--- config.mk ---
export PLATFORM = sky130hd
export DESIGN_NAME = logical_replication_message_parser_core_flat
export DESIGN_NICKNAME = d
export VERILOG_FILES = /design/src/rtl/core/lrmp_pkg.sv /design/src/rtl/core/lrmp_stream_if.sv /design/src/rtl/core/lrmp_front.sv /design/src/rtl/core/lrmp_queue.sv /design/src/rtl/core/logical_replication_message_parser_core.sv /design/src/flat_wrapper.sv
export SDC_FILE = /design/constraint.sdc
export NUM_CORES = 1
export LEC_CHECK = 0
export BUFFER_PORTS_ARGS = -buffer_cell sky130_fd_sc_hd__buf_4
export CAP_MARGIN = 20
export CORE_MARGIN = 2
export CORE_UTILIZATION = 55
export CTS_CLUSTER_SIZE = 12
export DETAILED_ROUTE_END_ITERATION = 12
export PLACE_DENSITY = 0.72
export SETUP_SLACK_MARGIN = 0.15
export SYNTH_ARGS = -nofsm -noshare
export SYNTH_HDL_FRONTEND = slang
export SYNTH_SLANG_ARGS = --single-unit
--- constraint.sdc ---
create_clock -name clk -period 7.8 [get_ports clk]
set_clock_uncertainty 0.1 [all_clocks]
set_input_delay 0.39 -clock clk [delete_from_list [all_inputs] [get_ports clk]]
set_output_delay 0.39 -clock clk [all_outputs]
set_load 0.01 [all_outputs]
--- src/rtl/core/lrmp_pkg.sv ---
`default_nettype none
// ---------------------------------------------------------------------------
// lrmp_pkg: shared types and constants of the replication message parser
// Parse steps, record layout, message kinds, status codes and defaults.
// ---------------------------------------------------------------------------
package lrmp_pkg;

  localparam int unsigned OffsetWidthDefault = 32;
  localparam int unsigned FifoDepthDefault   = 4;

  typedef enum logic [5:0] {
    ST_TAG, ST_DONE, ST_ERR, ST_B_LSN, ST_B_TIME, ST_B_XID, ST_C_FLAGS, ST_C_LSN,
    ST_C_END, ST_C_TIME, ST_R_ID, ST_R_NSP, ST_R_NAME, ST_R_IDENT, ST_R_NATTS,
    ST_R_CFLAGS, ST_R_CNAME, ST_R_CTYPE, ST_R_CMOD, ST_REL_ID, ST_I_SUB, ST_U_SUB1,
    ST_U_SUB2, ST_D_SUB, ST_T_N, ST_T_FLAGS, ST_T_REL, ST_Y_OID, ST_Y_NSP,
    ST_Y_NAME, ST_O_LSN, ST_O_NAME, ST_TP_NCOLS, ST_TP_KIND, ST_TP_LEN, ST_TP_DATA
  } step_t;

  localparam logic [7:0] TAG_BEGIN  = "B";
  localparam logic [7:0] TAG_COMMIT = "C";
  localparam logic [7:0] TAG_REL    = "R";
  localparam logic [7:0] TAG_INS    = "I";
  localparam logic [7:0] TAG_UPD    = "U";
  localparam logic [7:0] TAG_DEL    = "D";
  localparam logic [7:0] TAG_TRUNC  = "T";
  localparam logic [7:0] TAG_TYPE   = "Y";
  localparam logic [7:0] TAG_ORIGIN = "O";
  localparam logic [7:0] TAG_MSG    = "M";
  localparam logic [7:0] SUB_NEW    = "N";
  localparam logic [7:0] SUB_KEY    = "K";
  localparam logic [7:0] SUB_OLD    = "O";
  localparam logic [7:0] COL_TEXT   = "t";
  localparam logic [7:0] COL_BIN    = "b";
  localparam logic [7:0] COL_NULL   = "n";
  localparam logic [7:0] COL_UNCH   = "u";

  localparam logic [3:0] MSG_BEGIN    = 4'd0;
  localparam logic [3:0] MSG_COMMIT   = 4'd1;
  localparam logic [3:0] MSG_RELATION = 4'd2;
  localparam logic [3:0] MSG_INSERT   = 4'd3;
  localparam logic [3:0] MSG_UPDATE   = 4'd4;
  localparam logic [3:0] MSG_DELETE   = 4'd5;
  localparam logic [3:0] MSG_TRUNCATE = 4'd6;
  localparam logic [3:0] MSG_TYPE     = 4'd7;
  localparam logic [3:0] MSG_ORIGIN   = 4'd8;
  localparam logic [3:0] MSG_IGNORED  = 4'd9;
  localparam logic [3:0] MSG_UNKNOWN  = 4'd10;

  localparam logic [4:0] FC_FINAL_LSN  = 5'd0;
  localparam logic [4:0] FC_TIME       = 5'd1;
  localparam logic [4:0] FC_XID        = 5'd2;
  localparam logic [4:0] FC_CFLAGS     = 5'd3;
  localparam logic [4:0] FC_COMMIT_LSN = 5'd4;
  localparam logic [4:0] FC_END_LSN    = 5'd5;
  localparam logic [4:0] FC_REL_ID     = 5'd6;
  localparam logic [4:0] FC_NSP        = 5'd7;
  localparam logic [4:0] FC_REL_NAME   = 5'd8;
  localparam logic [4:0] FC_IDENT      = 5'd9;
  localparam logic [4:0] FC_NATTS      = 5'd10;
  localparam logic [4:0] FC_COL_FLAGS  = 5'd11;
  localparam logic [4:0] FC_COL_NAME   = 5'd12;
  localparam logic [4:0] FC_TYPE_OID   = 5'd13;
  localparam logic [4:0] FC_TYPE_MOD   = 5'd14;
  localparam logic [4:0] FC_NEW_TUPLE  = 5'd15;
  localparam logic [4:0] FC_KEY_TUPLE  = 5'd16;
  localparam logic [4:0] FC_OLD_TUPLE  = 5'd17;
  localparam logic [4:0] FC_TRUNC_N    = 5'd18;
  localparam logic [4:0] FC_TRUNC_FLAG = 5'd19;
  localparam logic [4:0] FC_TYPE_NAME  = 5'd20;
  localparam logic [4:0] FC_ORIGIN_LSN = 5'd21;
  localparam logic [4:0] FC_ORIGIN_NAME = 5'd22;
  localparam logic [4:0] FC_CLOSE      = 5'd23;

  localparam logic [2:0] STS_OK        = 3'd0;
  localparam logic [2:0] STS_TRUNC     = 3'd1;
  localparam logic [2:0] STS_UNTERM    = 3'd2;
  localparam logic [2:0] STS_BAD_KIND  = 3'd3;
  localparam logic [2:0] STS_NO_INS    = 3'd4;
  localparam logic [2:0] STS_NO_UPD    = 3'd5;
  localparam logic [2:0] STS_NO_DEL    = 3'd6;
  localparam logic [2:0] STS_BAD_TAG   = 3'd7;

  typedef struct packed {
    logic [7:0] payload_byte;
    logic       last_byte;
  } in_beat_t;

  typedef struct packed {
    logic [3:0]  message_type;
    logic [4:0]  field_code;
    logic [63:0] field_value;
    logic [31:0] region_length;
    logic [2:0]  status;
    logic        end_of_message;
  } rec_t;

  // up to two records caused by one byte
  typedef struct packed {
    logic       has_a;
    logic       has_b;
    rec_t       a;
    rec_t       b;
  } pair_t;

  function automatic logic is_string_step(step_t s);
    return s == ST_R_NSP || s == ST_R_NAME || s == ST_R_CNAME ||
           s == ST_Y_NSP || s == ST_Y_NAME || s == ST_O_NAME;
  endfunction

endpackage
`default_nettype wire

--- src/rtl/core/lrmp_stream_if.sv ---
`default_nettype none
// ---------------------------------------------------------------------------
// lrmp_stream_if: valid/ready channel carrying one payload type
// Source drives valid and payload, sink drives ready.
// ---------------------------------------------------------------------------
interface lrmp_stream_if #(parameter type payload_t = logic [7:0]) (input wire logic clk);
  logic     valid;
  logic     ready;
  payload_t payload;
  modport source (output valid, output payload, input ready);
  modport sink (input valid, input payload, output ready);
endinterface
`default_nettype wire

--- src/rtl/core/lrmp_front.sv ---
`default_nettype none
// ---------------------------------------------------------------------------
// lrmp_front: byte parser
// Walks the message layout one byte a cycle while the queue has room and produces up to two records per byte.
// ---------------------------------------------------------------------------
module lrmp_front
  import lrmp_pkg::*;
#(
  parameter int unsigned OFFSET_WIDTH = OffsetWidthDefault
) (
  input  wire logic       clk,
  input  wire logic       rst,
  input  wire logic       in_valid,
  output logic            in_ready,
  input  wire logic [7:0] payload_byte,
  input  wire logic       last_byte,
  input  wire logic       q_space,
  output logic            q_push,
  output pair_t           q_data
);

  step_t parse_step, parse_step_next;
  logic [3:0]  kind_of_message, kind_next;
  logic [2:0]  byte_in_field, bif_next;
  logic [63:0] field_accumulator, acc_next;
  logic [OFFSET_WIDTH-1:0] byte_position, region_start, rs_next;
  logic [31:0] loop_count, lc_next, skip_remaining, skip_next;
  logic [2:0]  error_code, err_next;
  logic [4:0]  tuple_code, tc_next;

  logic        fire;
  logic [63:0] acc_shift;
  logic [2:0]  nbytes_m1;
  logic        int_done;
  logic        emit;
  logic [4:0]  emit_code;
  logic [63:0] emit_val;
  logic [OFFSET_WIDTH-1:0] emit_len, pos_inc;
  logic [2:0]  close_status;
  logic [31:0] lc_dec, skip_dec;
  step_t       go_to;
  logic        go_en;

  assign fire = in_valid && in_ready;
  assign in_ready = q_space;
  assign acc_shift = {field_accumulator[55:0], payload_byte};
  assign pos_inc = byte_position + OFFSET_WIDTH'(1);
  assign lc_dec = loop_count - 32'd1;
  assign skip_dec = skip_remaining - 32'd1;

  always_comb begin
    case (parse_step)
      ST_B_LSN, ST_B_TIME, ST_C_LSN, ST_C_END, ST_C_TIME, ST_O_LSN: nbytes_m1 = 3'd7;
      ST_R_NATTS, ST_TP_NCOLS: nbytes_m1 = 3'd1;
      default: nbytes_m1 = 3'd3;
    endcase
  end
  assign int_done = byte_in_field == nbytes_m1;

  always_comb begin
    kind_next = kind_of_message;
    bif_next = byte_in_field;
    acc_next = field_accumulator;
    lc_next = loop_count;
    skip_next = skip_remaining;
    err_next = error_code;
    tc_next = tuple_code;
    go_en = 1'b0;
    go_to = parse_step;
    emit = 1'b0;
    emit_code = FC_FINAL_LSN;
    emit_val = '0;
    emit_len = '0;
    case (parse_step)
      ST_B_LSN, ST_B_TIME, ST_B_XID, ST_C_LSN, ST_C_END, ST_C_TIME, ST_R_ID,
      ST_R_NATTS, ST_R_CTYPE, ST_R_CMOD, ST_REL_ID, ST_T_N, ST_T_REL, ST_Y_OID,
      ST_O_LSN, ST_TP_NCOLS, ST_TP_LEN: begin
        if (int_done) begin
          acc_next = '0;
          bif_next = '0;
        end else begin
          acc_next = acc_shift;
          bif_next = byte_in_field + 3'd1;
        end
      end
      default: ;
    endcase
    emit_val = acc_shift;
    case (parse_step)
      ST_TAG: begin
        go_en = 1'b1;
        case (payload_byte)
          TAG_BEGIN: begin kind_next = MSG_BEGIN; go_to = ST_B_LSN; end
          TAG_COMMIT: begin kind_next = MSG_COMMIT; go_to = ST_C_FLAGS; end
          TAG_REL: begin kind_next = MSG_RELATION; go_to = ST_R_ID; end
          TAG_INS: begin kind_next = MSG_INSERT; go_to = ST_REL_ID; end
          TAG_UPD: begin kind_next = MSG_UPDATE; go_to = ST_REL_ID; end
          TAG_DEL: begin kind_next = MSG_DELETE; go_to = ST_REL_ID; end
          TAG_TRUNC: begin kind_next = MSG_TRUNCATE; go_to = ST_T_N; end
          TAG_TYPE: begin kind_next = MSG_TYPE; go_to = ST_Y_OID; end
          TAG_ORIGIN: begin kind_next = MSG_ORIGIN; go_to = ST_O_LSN; end
          TAG_MSG: begin kind_next = MSG_IGNORED; go_to = ST_DONE; end
          default: begin kind_next = MSG_UNKNOWN; go_to = ST_ERR; err_next = STS_BAD_TAG; end
        endcase
      end
      ST_B_LSN: if (int_done) begin emit = 1'b1; emit_code = FC_FINAL_LSN; go_en = 1'b1; go_to = ST_B_TIME; end
      ST_B_TIME: if (int_done) begin emit = 1'b1; emit_code = FC_TIME; go_en = 1'b1; go_to = ST_B_XID; end
      ST_B_XID: if (int_done) begin emit = 1'b1; emit_code = FC_XID; go_en = 1'b1; go_to = ST_DONE; end
      ST_C_FLAGS: begin emit = 1'b1; emit_code = FC_CFLAGS; emit_val = 64'(payload_byte); go_en = 1'b1; go_to = ST_C_LSN; end
      ST_C_LSN: if (int_done) begin emit = 1'b1; emit_code = FC_COMMIT_LSN; go_en = 1'b1; go_to = ST_C_END; end
      ST_C_END: if (int_done) begin emit = 1'b1; emit_code = FC_END_LSN; go_en = 1'b1; go_to = ST_C_TIME; end
      ST_C_TIME: if (int_done) begin emit = 1'b1; emit_code = FC_TIME; go_en = 1'b1; go_to = ST_DONE; end
      ST_R_ID: if (int_done) begin emit = 1'b1; emit_code = FC_REL_ID; go_en = 1'b1; go_to = ST_R_NSP; end
      ST_R_NSP, ST_R_NAME, ST_R_CNAME, ST_Y_NSP, ST_Y_NAME, ST_O_NAME: begin
        if (payload_byte == 8'h00) begin
          emit = 1'b1;
          emit_val = 64'(region_start);
          emit_len = byte_position - region_start;
          go_en = 1'b1;
          case (parse_step)
            ST_R_NSP: begin emit_code = FC_NSP; go_to = ST_R_NAME; end
            ST_R_NAME: begin emit_code = FC_REL_NAME; go_to = ST_R_IDENT; end
            ST_R_CNAME: begin emit_code = FC_COL_NAME; go_to = ST_R_CTYPE; end
            ST_Y_NSP: begin emit_code = FC_NSP; go_to = ST_Y_NAME; end
            ST_Y_NAME: begin emit_code = FC_TYPE_NAME; go_to = ST_DONE; end
            default: begin emit_code = FC_ORIGIN_NAME; go_to = ST_DONE; end
          endcase
        end
      end
      ST_R_IDENT: begin emit = 1'b1; emit_code = FC_IDENT; emit_val = 64'(payload_byte); go_en = 1'b1; go_to = ST_R_NATTS; end
      ST_R_NATTS: if (int_done) begin
        emit = 1'b1; emit_code = FC_NATTS; lc_next = 32'(acc_shift[15:0]);
        go_en = 1'b1; go_to = (acc_shift[15:0] != 16'd0) ? ST_R_CFLAGS : ST_DONE;
      end
      ST_R_CFLAGS: begin emit = 1'b1; emit_code = FC_COL_FLAGS; emit_val = 64'(payload_byte); go_en = 1'b1; go_to = ST_R_CNAME; end
      ST_R_CTYPE: if (int_done) begin emit = 1'b1; emit_code = FC_TYPE_OID; go_en = 1'b1; go_to = ST_R_CMOD; end
      ST_R_CMOD: if (int_done) begin
        emit = 1'b1; emit_code = FC_TYPE_MOD; lc_next = lc_dec;
        go_en = 1'b1; go_to = (lc_dec != 32'd0) ? ST_R_CFLAGS : ST_DONE;
      end
      ST_REL_ID: if (int_done) begin
        emit = 1'b1; emit_code = FC_REL_ID; go_en = 1'b1;
        go_to = (kind_of_message == MSG_INSERT) ? ST_I_SUB :
                (kind_of_message == MSG_UPDATE) ? ST_U_SUB1 : ST_D_SUB;
      end
      ST_I_SUB, ST_U_SUB1, ST_U_SUB2, ST_D_SUB: begin
        go_en = 1'b1; go_to = ST_TP_NCOLS;
        if (payload_byte == SUB_NEW && parse_step != ST_D_SUB) tc_next = FC_NEW_TUPLE;
        else if (payload_byte == SUB_KEY && (parse_step == ST_U_SUB1 || parse_step == ST_D_SUB))
          tc_next = FC_KEY_TUPLE;
        else if (payload_byte == SUB_OLD && (parse_step == ST_U_SUB1 || parse_step == ST_D_SUB))
          tc_next = FC_OLD_TUPLE;
        else begin
          go_to = ST_ERR;
          err_next = (parse_step == ST_I_SUB) ? STS_NO_INS :
                     (parse_step == ST_D_SUB) ? STS_NO_DEL : STS_NO_UPD;
        end
      end
      ST_T_N: if (int_done) begin
        emit = 1'b1; emit_code = FC_TRUNC_N; lc_next = acc_shift[31:0]; go_en = 1'b1; go_to = ST_T_FLAGS;
      end
      ST_T_FLAGS: begin
        emit = 1'b1; emit_code = FC_TRUNC_FLAG; emit_val = 64'(payload_byte); go_en = 1'b1;
        go_to = (loop_count != 32'd0) ? ST_T_REL : ST_DONE;
      end
      ST_T_REL: if (int_done) begin
        emit = 1'b1; emit_code = FC_REL_ID; lc_next = lc_dec;
        if (lc_dec == 32'd0) begin go_en = 1'b1; go_to = ST_DONE; end
      end
      ST_Y_OID: if (int_done) begin emit = 1'b1; emit_code = FC_TYPE_OID; go_en = 1'b1; go_to = ST_Y_NSP; end
      ST_O_LSN: if (int_done) begin emit = 1'b1; emit_code = FC_ORIGIN_LSN; go_en = 1'b1; go_to = ST_O_NAME; end
      ST_TP_NCOLS, ST_TP_KIND, ST_TP_LEN, ST_TP_DATA: begin
        logic col_end;
        logic tup_end;
        col_end = 1'b0;
        tup_end = 1'b0;
        case (parse_step)
          ST_TP_NCOLS: if (int_done) begin
            lc_next = 32'(acc_shift[15:0]);
            if (acc_shift[15:0] == 16'd0) tup_end = 1'b1;
            else begin go_en = 1'b1; go_to = ST_TP_KIND; end
          end
          ST_TP_KIND: begin
            if (payload_byte == COL_TEXT || payload_byte == COL_BIN) begin
              go_en = 1'b1; go_to = ST_TP_LEN;
            end else if (payload_byte == COL_NULL || payload_byte == COL_UNCH) col_end = 1'b1;
            else begin go_en = 1'b1; go_to = ST_ERR; err_next = STS_BAD_KIND; end
          end
          ST_TP_LEN: if (int_done) begin
            skip_next = acc_shift[31:0];
            if (acc_shift[31:0] == 32'd0) col_end = 1'b1;
            else begin go_en = 1'b1; go_to = ST_TP_DATA; end
          end
          default: begin
            skip_next = skip_dec;
            if (skip_dec == 32'd0) col_end = 1'b1;
          end
        endcase
        if (col_end) begin
          lc_next = lc_dec;
          if (lc_dec == 32'd0) tup_end = 1'b1;
          else begin go_en = 1'b1; go_to = ST_TP_KIND; end
        end
        if (tup_end) begin
          emit = 1'b1; emit_code = tuple_code; emit_val = 64'(region_start);
          emit_len = pos_inc - region_start;
          go_en = 1'b1;
          go_to = (kind_of_message == MSG_UPDATE && tuple_code != FC_NEW_TUPLE) ? ST_U_SUB2 : ST_DONE;
        end
      end
      default: ;
    endcase
  end

  always_comb begin
    parse_step_next = go_en ? go_to : parse_step;
    rs_next = region_start;
    if (go_en && go_to != parse_step && (is_string_step(go_to) || go_to == ST_TP_NCOLS))
      rs_next = pos_inc;
  end

  always_comb begin
    if (err_next != STS_OK) close_status = err_next;
    else if (parse_step_next == ST_DONE) close_status = STS_OK;
    else if (is_string_step(parse_step_next)) close_status = STS_UNTERM;
    else close_status = STS_TRUNC;
  end

  always_comb begin
    q_push = fire && (emit || last_byte);
    q_data.has_a = emit || last_byte;
    q_data.has_b = emit && last_byte;
    q_data.a.message_type = kind_next;
    q_data.a.field_code = emit ? emit_code : FC_CLOSE;
    q_data.a.field_value = emit ? emit_val : 64'd0;
    q_data.a.region_length = emit ? 32'(emit_len) : 32'd0;
    q_data.a.status = emit ? STS_OK : close_status;
    q_data.a.end_of_message = !emit;
    q_data.b.message_type = kind_next;
    q_data.b.field_code = FC_CLOSE;
    q_data.b.field_value = '0;
    q_data.b.region_length = '0;
    q_data.b.status = close_status;
    q_data.b.end_of_message = 1'b1;
  end

  always_ff @(posedge clk) begin
    if (rst || (fire && last_byte)) begin
      parse_step <= ST_TAG;
      kind_of_message <= '0;
      byte_in_field <= '0;
      field_accumulator <= '0;
      byte_position <= '0;
      loop_count <= '0;
      skip_remaining <= '0;
      region_start <= '0;
      error_code <= '0;
      tuple_code <= '0;
    end else if (fire) begin
      parse_step <= parse_step_next;
      kind_of_message <= kind_next;
      byte_in_field <= bif_next;
      field_accumulator <= acc_next;
      byte_position <= pos_inc;
      loop_count <= lc_next;
      skip_remaining <= skip_next;
      region_start <= rs_next;
      error_code <= err_next;
      tuple_code <= tc_next;
    end
  end

`ifndef SYNTHESIS
  a_err_state: assert property (@(posedge clk) disable iff (rst)
    (error_code != STS_OK) |-> (parse_step == ST_ERR)) else $error("error without err state");
  a_no_field_after_err: assert property (@(posedge clk) disable iff (rst)
    (q_push && parse_step == ST_ERR) |-> q_data.a.end_of_message) else $error("field after error");
  a_close_on_last: assert property (@(posedge clk) disable iff (rst)
    (fire && last_byte) |-> q_push) else $error("missing close");
`endif

endmodule
`default_nettype wire

--- src/rtl/core/lrmp_queue.sv ---
`default_nettype none
// ---------------------------------------------------------------------------
// lrmp_queue: record-pair queue and output serializer
// Holds parsed record pairs and hands them out one record per beat.
// ---------------------------------------------------------------------------
module lrmp_queue
  import lrmp_pkg::*;
#(
  parameter int unsigned DEPTH = FifoDepthDefault
) (
  input  wire logic clk,
  input  wire logic rst,
  input  wire logic push,
  input  pair_t     push_data,
  output logic      space,
  output logic      out_valid,
  input  wire logic out_ready,
  output rec_t      out_rec
);

  localparam int unsigned AW = (DEPTH > 1) ? $clog2(DEPTH) : 1;

  pair_t             mem [DEPTH];
  logic [AW-1:0]     wr_ptr, rd_ptr;
  logic [AW:0]       count;
  logic              second;
  logic              pop;
  pair_t             head;

  assign head = mem[rd_ptr];
  assign space = count != (AW+1)'(DEPTH);
  assign out_valid = count != '0;
  assign out_rec = second ? head.b : head.a;
  assign pop = out_valid && out_ready && (second || !head.has_b);

  always_ff @(posedge clk) begin
    if (push) mem[wr_ptr] <= push_data;
  end

  always_ff @(posedge clk) begin
    if (rst) begin
      wr_ptr <= '0;
      rd_ptr <= '0;
      count <= '0;
      second <= 1'b0;
    end else begin
      if (push) wr_ptr <= (wr_ptr == AW'(DEPTH - 1)) ? '0 : wr_ptr + AW'(1);
      if (pop) rd_ptr <= (rd_ptr == AW'(DEPTH - 1)) ? '0 : rd_ptr + AW'(1);
      count <= count + (AW+1)'(push) - (AW+1)'(pop);
      if (pop) second <= 1'b0;
      else if (out_valid && out_ready) second <= 1'b1;
    end
  end

`ifndef SYNTHESIS
  a_no_overflow: assert property (@(posedge clk) disable iff (rst)
    push |-> space) else $error("queue overflow");
  a_second_has_b: assert property (@(posedge clk) disable iff (rst)
    second |-> (out_valid && head.has_b)) else $error("bad second record");
  a_count_range: assert property (@(posedge clk) disable iff (rst)
    count <= (AW+1)'(DEPTH)) else $error("count out of range");
`endif

endmodule
`default_nettype wire

--- src/rtl/core/logical_replication_message_parser_core.sv ---
`default_nettype none
// ---------------------------------------------------------------------------
// logical_replication_message_parser_core: pgoutput message parser
// One payload byte per beat in; field and closing records out. The parser
// takes a byte every cycle while the record queue has room; each byte
// causes up to two records, which leave one per cycle while the output
// is ready, so the sustained rate is one byte a cycle when bytes and
// records balance and the output side is the limit when a byte makes two
// records. Offsets wrap at OFFSET_WIDTH bits.
// ---------------------------------------------------------------------------
module logical_replication_message_parser_core
  import lrmp_pkg::*;
#(
  parameter int unsigned OFFSET_WIDTH = OffsetWidthDefault,
  parameter int unsigned FIFO_DEPTH   = FifoDepthDefault
) (
  input wire logic clk,
  input wire logic rst,
  lrmp_stream_if.sink   in_ch,
  lrmp_stream_if.source out_ch
);

  logic  q_space, q_push;
  pair_t q_data;
  rec_t  rec;

  lrmp_front #(.OFFSET_WIDTH(OFFSET_WIDTH)) u_front (
    .clk, .rst,
    .in_valid(in_ch.valid), .in_ready(in_ch.ready),
    .payload_byte(in_ch.payload.payload_byte), .last_byte(in_ch.payload.last_byte),
    .q_space, .q_push, .q_data
  );

  lrmp_queue #(.DEPTH(FIFO_DEPTH)) u_queue (
    .clk, .rst, .push(q_push), .push_data(q_data), .space(q_space),
    .out_valid(out_ch.valid), .out_ready(out_ch.ready), .out_rec(rec)
  );

  assign out_ch.payload = rec;

endmodule
`default_nettype wire

--- src/flat_wrapper.sv ---
// flat-port wrapper written by rule: the top's interface ports become plain ports
module logical_replication_message_parser_core_flat import lrmp_pkg::*;
#(
  parameter int unsigned OFFSET_WIDTH = OffsetWidthDefault,
  parameter int unsigned FIFO_DEPTH   = FifoDepthDefault
)
  (clk, rst, in_ch_valid, in_ch_payload, in_ch_ready, out_ch_valid, out_ch_payload, out_ch_ready);
  lrmp_stream_if #(.payload_t(in_beat_t)) in_ch_i (.clk(clk));
  lrmp_stream_if #(.payload_t(rec_t)) out_ch_i (.clk(clk));
  input wire logic clk;
  input wire logic rst;
  input wire logic [$bits(in_ch_i.valid)-1:0] in_ch_valid;
  input wire logic [$bits(in_ch_i.payload)-1:0] in_ch_payload;
  output wire logic [$bits(in_ch_i.ready)-1:0] in_ch_ready;
  output wire logic [$bits(out_ch_i.valid)-1:0] out_ch_valid;
  output wire logic [$bits(out_ch_i.payload)-1:0] out_ch_payload;
  input wire logic [$bits(out_ch_i.ready)-1:0] out_ch_ready;
  assign in_ch_i.valid = in_ch_valid;
  assign in_ch_i.payload = in_ch_payload;
  assign in_ch_ready = in_ch_i.ready;
  assign out_ch_valid = out_ch_i.valid;
  assign out_ch_payload = out_ch_i.payload;
  assign out_ch_i.ready = out_ch_ready;
  logical_replication_message_parser_core #(.OFFSET_WIDTH(OFFSET_WIDTH), .FIFO_DEPTH(FIFO_DEPTH)) u_core (.clk(clk), .rst(rst), .in_ch(in_ch_i), .out_ch(out_ch_i));
endmodule
Word level (Yosys, flattened, before mapping):

Memories as Yosys holds them, arrays and structs flattened. A register that Yosys moved wholly into a read port is not among the register bits.
Cells that the tools add are included.

* bits in writable memories: 472
* output and inout bits: 111
* input port bits: 13
* memories: 1
* logic and storage cells: 299
* register bits after elaboration: 213

Memories
* u_core.u_queue.mem: depth 4, width 118, read ports 1, clocked after memory_dff 1, wr ports 1, line lrmp_queue.sv:23 `pair_t mem [DEPTH];`

* mux-type cells: 128
* bitwise gates (word level): 1
* eq/ne operators: 76
* add/subtract/negate cells: 10
* reductions and logical operators: 69

Operator list (count)
* $mux W32: 8
* $mux W64: 3
* $pmux W64 S3: 1
* $mux W6: 29
* $eq A6 B5 Y1 const B: 24
* $pmux W6 S22: 1
* $eq A8 B7 Y1 const B: 16
* $pmux W32 S2: 2
* $pmux W32 S4: 1
* $mux W109: 1
* $logic_not A32 Y1: 3
* $pmux W5 S16: 1
* $eq A6 B4 Y1 const B: 12
* $reduce_bool A32 Y1: 2
* $sub A32 B1 Y32 const B: 2
* $sub A32 B32 Y32: 2
* $mux W56: 1
* $mux W5: 10
* $pmux W4 S10: 1
* $pmux W5 S4: 2
* $pmux W5 S8: 1
* $mux W3: 13
* $add A32 B1 Y32 const B: 1
* $eq A6 B6 Y1 const B: 5
* other kinds (49): 142

Longest topological paths before layout:

* word-level depth: 22
* mapped depth: 24
* gate-level depth less buffers: 23

Cells and area by module:

Synthesis repeated with hierarchy kept, for this count alone.

* cells, all modules: 3857
* area, all modules: 51091.5 µm²

By module, submodules not included
* lrmp_queue: cells each 1321, area an instance 33291.9 µm², seq. area each 26505.4 µm², times used 1
* lrmp_front: cells each 2536, area an instance 17799.6 µm², seq. area each 4063.9 µm², times used 1

Worst setup path before layout:

Ideal clock, no wire load.

* path type: register to register
* from: reg u_core.u_front.skip_remaining[0]
* to: mem u_core.u_queue.mem[3][0] in the netlist's numbering (enable)
* buffers on the path: 1
* path slack: 1.266 ns
* period minus slack after synthesis: 6.534 ns
* data required time: 7.215 ns
* setup time: 0.485 ns
* arrival: 5.949 ns
* stages on the path, launching flop included: 17
* path through: dfxtp_1 -> inv_1 -> ha_1 -> or4b_1 -> clkbuf_1 -> or3_4 -> nor2_4 -> nand3b_1 -> a2111oi_0 -> and3_1 -> a31oi_1 -> o21ai_1 -> nand2_1 -> nand2_1 -> inv_2 -> a21oi_1 -> and2_1

* cells in the longest elaborated chain, start to end: 13

RTL lines
* start, declared: line lrmp_front.sv:27 `logic [31:0] loop_count, lc_next, skip_remaining, skip_next;`
* start signal, assigned: line lrmp_front.sv:266 `skip_remaining <= skip_next;`
* $sub A32 B1 Y32: line lrmp_front.sv:49 `assign skip_dec = skip_remaining - 32'd1;`
* $logic_not A32 Y1: line lrmp_front.sv:196 `if (skip_dec == 32'd0) col_end = 1'b1;`
* $mux W1: line lrmp_front.sv:196
* $pmux W1 S3: line lrmp_front.sv:177 `case (parse_step)`
* $mux W1: line lrmp_front.sv:89 `case (parse_step)`
* $mux W1: line lrmp_front.sv:199 `if (col_end) begin`
* $mux W1: line lrmp_front.sv:89
* $mux W1: line lrmp_front.sv:204 `if (tup_end) begin`
* $pmux W1 S4: line lrmp_front.sv:89
* $logic_or A1 B1 Y1: line lrmp_front.sv:230 `q_push = fire && (emit || last_byte);`
* $logic_and A1 B1 Y1: line lrmp_front.sv:230
* $mux W1: line lrmp_queue.sv:37 `if (push) mem[wr_ptr] <= push_data;`
* $mux W1 (not written as such): line lrmp_queue.sv:37
* end, declared: line lrmp_queue.sv:23

No other way between the ends. The select of a mux whose other input is x is not followed.

Final worst setup path:

* from: reg u_core.u_front.loop_count[8]
* to: reg u_core.u_queue.count[2]

* cells in the longest elaborated chain, start to end: 11

RTL lines
* start, declared: line lrmp_front.sv:27
* start signal, assigned: line lrmp_front.sv:265 `loop_count <= lc_next;`
* $sub A32 B1 Y32: line lrmp_front.sv:48 `assign lc_dec = loop_count - 32'd1;`
* $logic_not A32 Y1: line lrmp_front.sv:201 `if (lc_dec == 32'd0) tup_end = 1'b1;`
* $mux W1: line lrmp_front.sv:201
* $mux W1: line lrmp_front.sv:199
* $mux W1: line lrmp_front.sv:89
* $mux W1: line lrmp_front.sv:204
* $pmux W1 S4: line lrmp_front.sv:89
* $logic_or A1 B1 Y1: line lrmp_front.sv:230
* $logic_and A1 B1 Y1: line lrmp_front.sv:230
* $add A3 B1 Y3: line lrmp_queue.sv:49 `count <= count + (AW+1)'(push) - (AW+1)'(pop);`
* $sub A3 B1 Y3: line lrmp_queue.sv:49
* end signal, assigned: line lrmp_queue.sv:49
* end, declared: line lrmp_queue.sv:25 `logic [AW:0] count;`

No other way between the ends. The select of a mux whose other input is x is not followed.
A chain may end at the register's enable or synchronous reset.

==> impl_summary.md <==
Pwr
The power density over the cells is between 200 and 250 nW/µm². IR analysis of the VDD net gives a maximum drop of 0.153 mV. In this run the static leakage power is 0.0131 µW.

Worst setup path
STA classifies the critical path endpoint as a flip-flop. Counting stages on the worst path, the most repeated cell is sky130_fd_sc_hd__inv_1. The signal on the critical path passes through nor4_2, nand4_1, or4_1, o21bai_1, a21oi_1, nand4_1, o21ai_1, nand2_1, nand2_1, inv_2, a21oi_1, inv_1, ha_1, inv_1, ha_1, inv_1, fa_1, xor2_1, xnor2_1, nor2_1. The data required time at the worst endpoint is 8.21 ns. The critical path buffer and inverter count is 4.

The largest single stage delay on the critical path is 0.75 ns. The data arrival time at the worst-slack endpoint is 6.31 ns. The cell family with the largest share of critical-path delay is simple AND/OR/NAND/NOR gates. In this run the worst path has a maximum fanout of 15. The master of the slowest instance on the critical path is sky130_fd_sc_hd__or4_1.

The critical path is of the reg2reg type. The startpoint class of the critical path is a flip-flop.

Layout
The antenna diode count is 0. The area of the multi-input gates is 15900 µm². In the final design database the tool counted 3364 nets. Counting the fill cells in the layout gives roughly 5000.

The post-layout instance count excluding filler cells is 4172. Relative to the synthesized area, the layout overhead comes to 11.3%. The area used by sequential logic in the layout is ~18000 µm².

In the final layout, the share of cells above drive strength 1 is between 10 and 15%.

STA
Setup violations remaining at the end of the flow were counted as 0. The count of final max-slew check failures was 0. The worst path needs 5.90 ns of the cycle, external delays included. At the pin with the least slew margin, the transition time is 1.11 ns. The worst path uses 75.6% of the clock period. Measured against its own limit, the worst slew margin works out to approximately 26%. The upper clock frequency limit is ~0.17 GHz. The setup TNS is 0 ns. The count of endpoints failing hold in the final timing report came to 0.

Setup repair after global routing left no endpoint under its margin.

CTS
The CTS sink count is between 600 and 700. The longest clock path from root to sink contains 3 buffers. After clock tree synthesis, the clock-pin slew on the worst setup and hold paths is 0.06 ns. TritonCTS built the clock tree. The quantity of gates resized following cts is 0.

The number of levels in the clock H-tree is 3. The total CTS buffers is 73. The root cell of the clock tree is sky130_fd_sc_hd__clkbuf_16. For the worst-skew pair, the clock arrives at the later sink with an insertion delay of 0.63 ns.

Yosys
After synthesis, the netlist uses 97 different library cells. The synthesized-area fraction occupied by adder cells is 2.90%. The count of state elements after synthesis is 665. The gate count of the mapped netlist is 3251. The average size of a mapped cell is between 10 and 15 µm². The synthesized netlist devotes between 3 and 4% of its cell area to XOR and XNOR gates. The mux contribution to synthesized area is 7.66%. For this run, the leading register cell type out of synthesis is sky130_fd_sc_hd__edfxtp_1. After synthesis the cells add up to 34800 µm². Of the total synthesized cell area, the portion taken by AND, OR, NAND and NOR gates is between 10% and 20%.

For this run, the register share of the synthesized area comes to 51.2%. The number of warnings reported in the yosys synthesis log is 0. The synthesized netlist devotes 13.8% of its cell area to compound gates.

Of all flip-flops after synthesis, the portion carrying an async set or reset was 0%. The net count after synthesis is 3343. Counting flops with a built-in enable in the synthesized netlist gives 452.

After synthesis, the largest family of logic cells by area is simple AND/OR/NAND/NOR gates.

Floorplan
The total die area is ~65000 µm². The horizontal die dimension is 256 µm. The core footprint is 62900 µm². The die span in y is 256 µm. Once the floorplan was initialized, standard cells occupied 55.4% of the core. 124 I/O pins were placed. After floorplanning, the core was divided into 92 placement rows.

Global route
For this run, the total global-route usage over all layers was measured as 29.8%. The initial antenna violation count was 0. The overall overflow remaining after global route is 0.

The number of global-route vias before repair was 25900. The first global-routing pass estimated roughly 150 mm of wire. Entering global routing, the biggest net connects 93 pins.

Placed design
The final HPWL from detailed placement is around 66 mm. Port buffering added between 100 and 150 buffers. The final estimated routing congestion in global placement is 0.963. The count of placed standard cells including taps is 4040.

Job
Max-cap violations in this run came to 0.

Route
The vias after detailed routing is 26900. The total wire length is 99.2 mm. The violation count after the first detailed-route iteration is 2829. Once detail routing completed, the nets flagged for antenna violations numbered 0. Dividing the detail-routed wire length by the instance count gives roughly 24 µm. The remaining routing DRC violations is 0. Using the TritonRoute via totals, the vias-per-cell ratio works out to 6.46. The pre-antenna-repair detailed-routing pass consisted of 6 iterations.

Run status
The flow ran to the end, and the final reports show no timing, DRC or antenna violations.

Worst hold path
The min-delay analysis places its worst path in the category in2reg.
[area by class of cell]
class	count	share of cell area [%]
clock buffer	101	5.12
clock inverter	28	0.872
inverter	76	0.736
multi-input combinational	2287	41.0
sequential	665	46.0
tap	846	2.73
timing repair buffer	169	3.53
[layer usage]
layer  global-route usage [%]  part of all wire [%]  vias to the layer above
met5                        0                     0                        -
met3                     4.02                   7.6                      202
met4                     11.0                   3.4                        0
li1                         -                     -                    12200
met1                     41.8                    42                    13400
met2                     47.8                    47                     1187
[cells in the final DEF, fill, tap and decap left out, types with 10 or more instances in the layout]
master                      synthesis  final
sky130_fd_sc_hd__edfxtp_1         452    452
sky130_fd_sc_hd__nor2_1           281    279
sky130_fd_sc_hd__nand2_1          276    275
sky130_fd_sc_hd__a21oi_1          261    261
sky130_fd_sc_hd__dfxtp_1          213    211
sky130_fd_sc_hd__buf_4              1    159
sky130_fd_sc_hd__o21ai_0          145    144
sky130_fd_sc_hd__and2_1           146    142
sky130_fd_sc_hd__mux4_2           113    113
sky130_fd_sc_hd__nand3_1          105    105
sky130_fd_sc_hd__ha_1              76     76
sky130_fd_sc_hd__clkbuf_16          0     74
sky130_fd_sc_hd__xor2_1            73     73
sky130_fd_sc_hd__xnor2_1           71     71
sky130_fd_sc_hd__inv_1             70     69
sky130_fd_sc_hd__nor3_1            69     68
sky130_fd_sc_hd__a22oi_1           66     66
sky130_fd_sc_hd__o211ai_1          45     45
sky130_fd_sc_hd__o22ai_1           36     36
sky130_fd_sc_hd__nand2b_1          33     33
sky130_fd_sc_hd__nor4_1            34     33
sky130_fd_sc_hd__a21o_1            32     31
sky130_fd_sc_hd__nand4_1           30     30
sky130_fd_sc_hd__nand3_2           30     30
sky130_fd_sc_hd__and3_1            27     27
sky130_fd_sc_hd__or3_1             27     27
sky130_fd_sc_hd__nor2b_1           24     24
sky130_fd_sc_hd__clkbuf_1         170     24
sky130_fd_sc_hd__a211oi_1          22     22
sky130_fd_sc_hd__a31oi_1           17     16
sky130_fd_sc_hd__or2_2             15     15
sky130_fd_sc_hd__o31ai_1           12     12
sky130_fd_sc_hd__o21a_1            11     11
sky130_fd_sc_hd__o32ai_1           11     11
sky130_fd_sc_hd__o21bai_1          10     10
sky130_fd_sc_hd__mux2i_1           10     10
sky130_fd_sc_hd__or4_1             10     10
sky130_fd_sc_hd__clkinv_2           0     10
[state kept, by name, summed over array words and instances, names as in the netlist, named ones only]
signal	flops
u_core.u_front.region_start	32
u_core.u_queue.wr_ptr	2
u_core.u_front.loop_count	32
u_core.u_front.error_code	3
u_core.u_front.byte_position	32
u_core.u_queue.second	1
u_core.u_front.kind_of_message	4
u_core.u_front.parse_step	6
u_core.u_queue.rd_ptr	2
u_core.u_front.tuple_code	3
u_core.u_front.byte_in_field	3
u_core.u_front.skip_remaining	32
u_core.u_queue.count	3
u_core.u_front.field_accumulator	56
u_core.u_queue.mem	452
[cell usage after synthesis (9+ instances only)]
cell type	instances	area (µm²)
sky130_fd_sc_hd__ha_1	76	951
sky130_fd_sc_hd__nand4_1	30	188
sky130_fd_sc_hd__or4_1	10	75.1
sky130_fd_sc_hd__a211oi_1	22	165
sky130_fd_sc_hd__buf_2	11	55.1
sky130_fd_sc_hd__or2_2	15	93.8
sky130_fd_sc_hd__nor3_1	69	345
sky130_fd_sc_hd__mux4_2	113	2540
sky130_fd_sc_hd__dfxtp_1	213	4260
sky130_fd_sc_hd__nor4_1	34	213
sky130_fd_sc_hd__xnor2_1	71	622
sky130_fd_sc_hd__and3_1	27	169
sky130_fd_sc_hd__a22oi_1	66	495
sky130_fd_sc_hd__nand3_1	105	526
sky130_fd_sc_hd__nor2_1	281	1050
sky130_fd_sc_hd__xor2_1	73	639
sky130_fd_sc_hd__a221o_1	9	90.1
sky130_fd_sc_hd__nand3_2	30	300
sky130_fd_sc_hd__clkbuf_1	170	638
sky130_fd_sc_hd__inv_1	70	263
sky130_fd_sc_hd__o211ai_1	45	338
sky130_fd_sc_hd__edfxtp_1	452	13600
sky130_fd_sc_hd__nand2b_1	33	206
sky130_fd_sc_hd__o21a_1	11	82.6
sky130_fd_sc_hd__o22ai_1	36	225
sky130_fd_sc_hd__o31ai_1	12	90.1
sky130_fd_sc_hd__a31oi_1	17	106
sky130_fd_sc_hd__nor2b_1	24	150
sky130_fd_sc_hd__o21bai_1	10	75.1
sky130_fd_sc_hd__mux2i_1	10	100
sky130_fd_sc_hd__nand2_1	276	1040
sky130_fd_sc_hd__or3_1	27	169
sky130_fd_sc_hd__a21o_1	32	240
sky130_fd_sc_hd__o32ai_1	11	96.3
sky130_fd_sc_hd__and2_1	146	913
sky130_fd_sc_hd__o21ai_0	145	726
sky130_fd_sc_hd__buf_1	36	135
sky130_fd_sc_hd__a21oi_1	261	1310
[metrics by stage]
stage	worst slack, ns	total power (µW)	utilization [%]	hold WS [ns]	cell area, µm²
3_5_place_dp	1.99	6200	57.9	0.346	36400
5_1_grt	1.46	9870	61.7	0.0693	38800
2_1_floorplan	1.27	5430	-	0.327	34800
6_report	1.90	9510	61.7	0.0677	38800
4_1_cts	1.94	9560	61.6	0.0410	38700
3_3_place_gp	2.08	6170	57.8	0.334	36300
[power by group]
| group | total [µW] | internal [µW] | switching [µW] | leakage [µW] |
|---|---|---|---|---|
| Sequential | 4010 | 3890 | 122 | 0.00585 |
| Combinational | 2140 | 931 | 1210 | 0.00612 |
| Clock | 3360 | 1930 | 1430 | 0.00113 |
[logic make-up after synthesis]
kind of cell               count (synthesis)
and+or+nand+nor                         1175
AOI/OAI and AO/OA                        764
DFF                                      665
buffers and inverters                    299
xor gates and xnor gates                 144
muxes                                    125
adders and majority gates                 79
[repair_timing]
item	in CTS	in global routing
hold buffers	2	0
endpoints found under the setup margin	0	0
endpoints found under the hold margin	10	0
setup buffers	0	0
[final timing paths]
path | start | to | slack [ns] | cells after the start
setup / recovery | u_core.u_front.loop_count[8]$_SDFFE_PP0P_ | u_core.u_queue.count[2]$_SDFF_PP0_ | 1.90 | 20
setup reg to reg | u_core.u_front.loop_count[8]$_SDFFE_PP0P_ | u_core.u_queue.count[2]$_SDFF_PP0_ | 1.90 | 20
hold / removal | in_ch_payload[6] | u_core.u_front.field_accumulator[5]$_SDFFE_PP0P_ | 0.07 | 3
hold reg to reg | u_core.u_front.field_accumulator[49]$_SDFFE_PP0P_ | u_core.u_front.field_accumulator[49]$_SDFFE_PP0P_ | 0.35 | 2
[worst register-to-register path: cells and delay by family, from the launching register on]
family | cells | cell delay, ns
DFF | 1 | 0.38
xor gates and xnor gates | 2 | 0.35
buffers and inverters | 4 | 0.32
adders and majority gates | 3 | 0.83
and+or+nand+nor | 7 | 2.74
AOI/OAI and AO/OA | 4 | 1.06
Note: power is estimated with default switching activity, not from simulation.
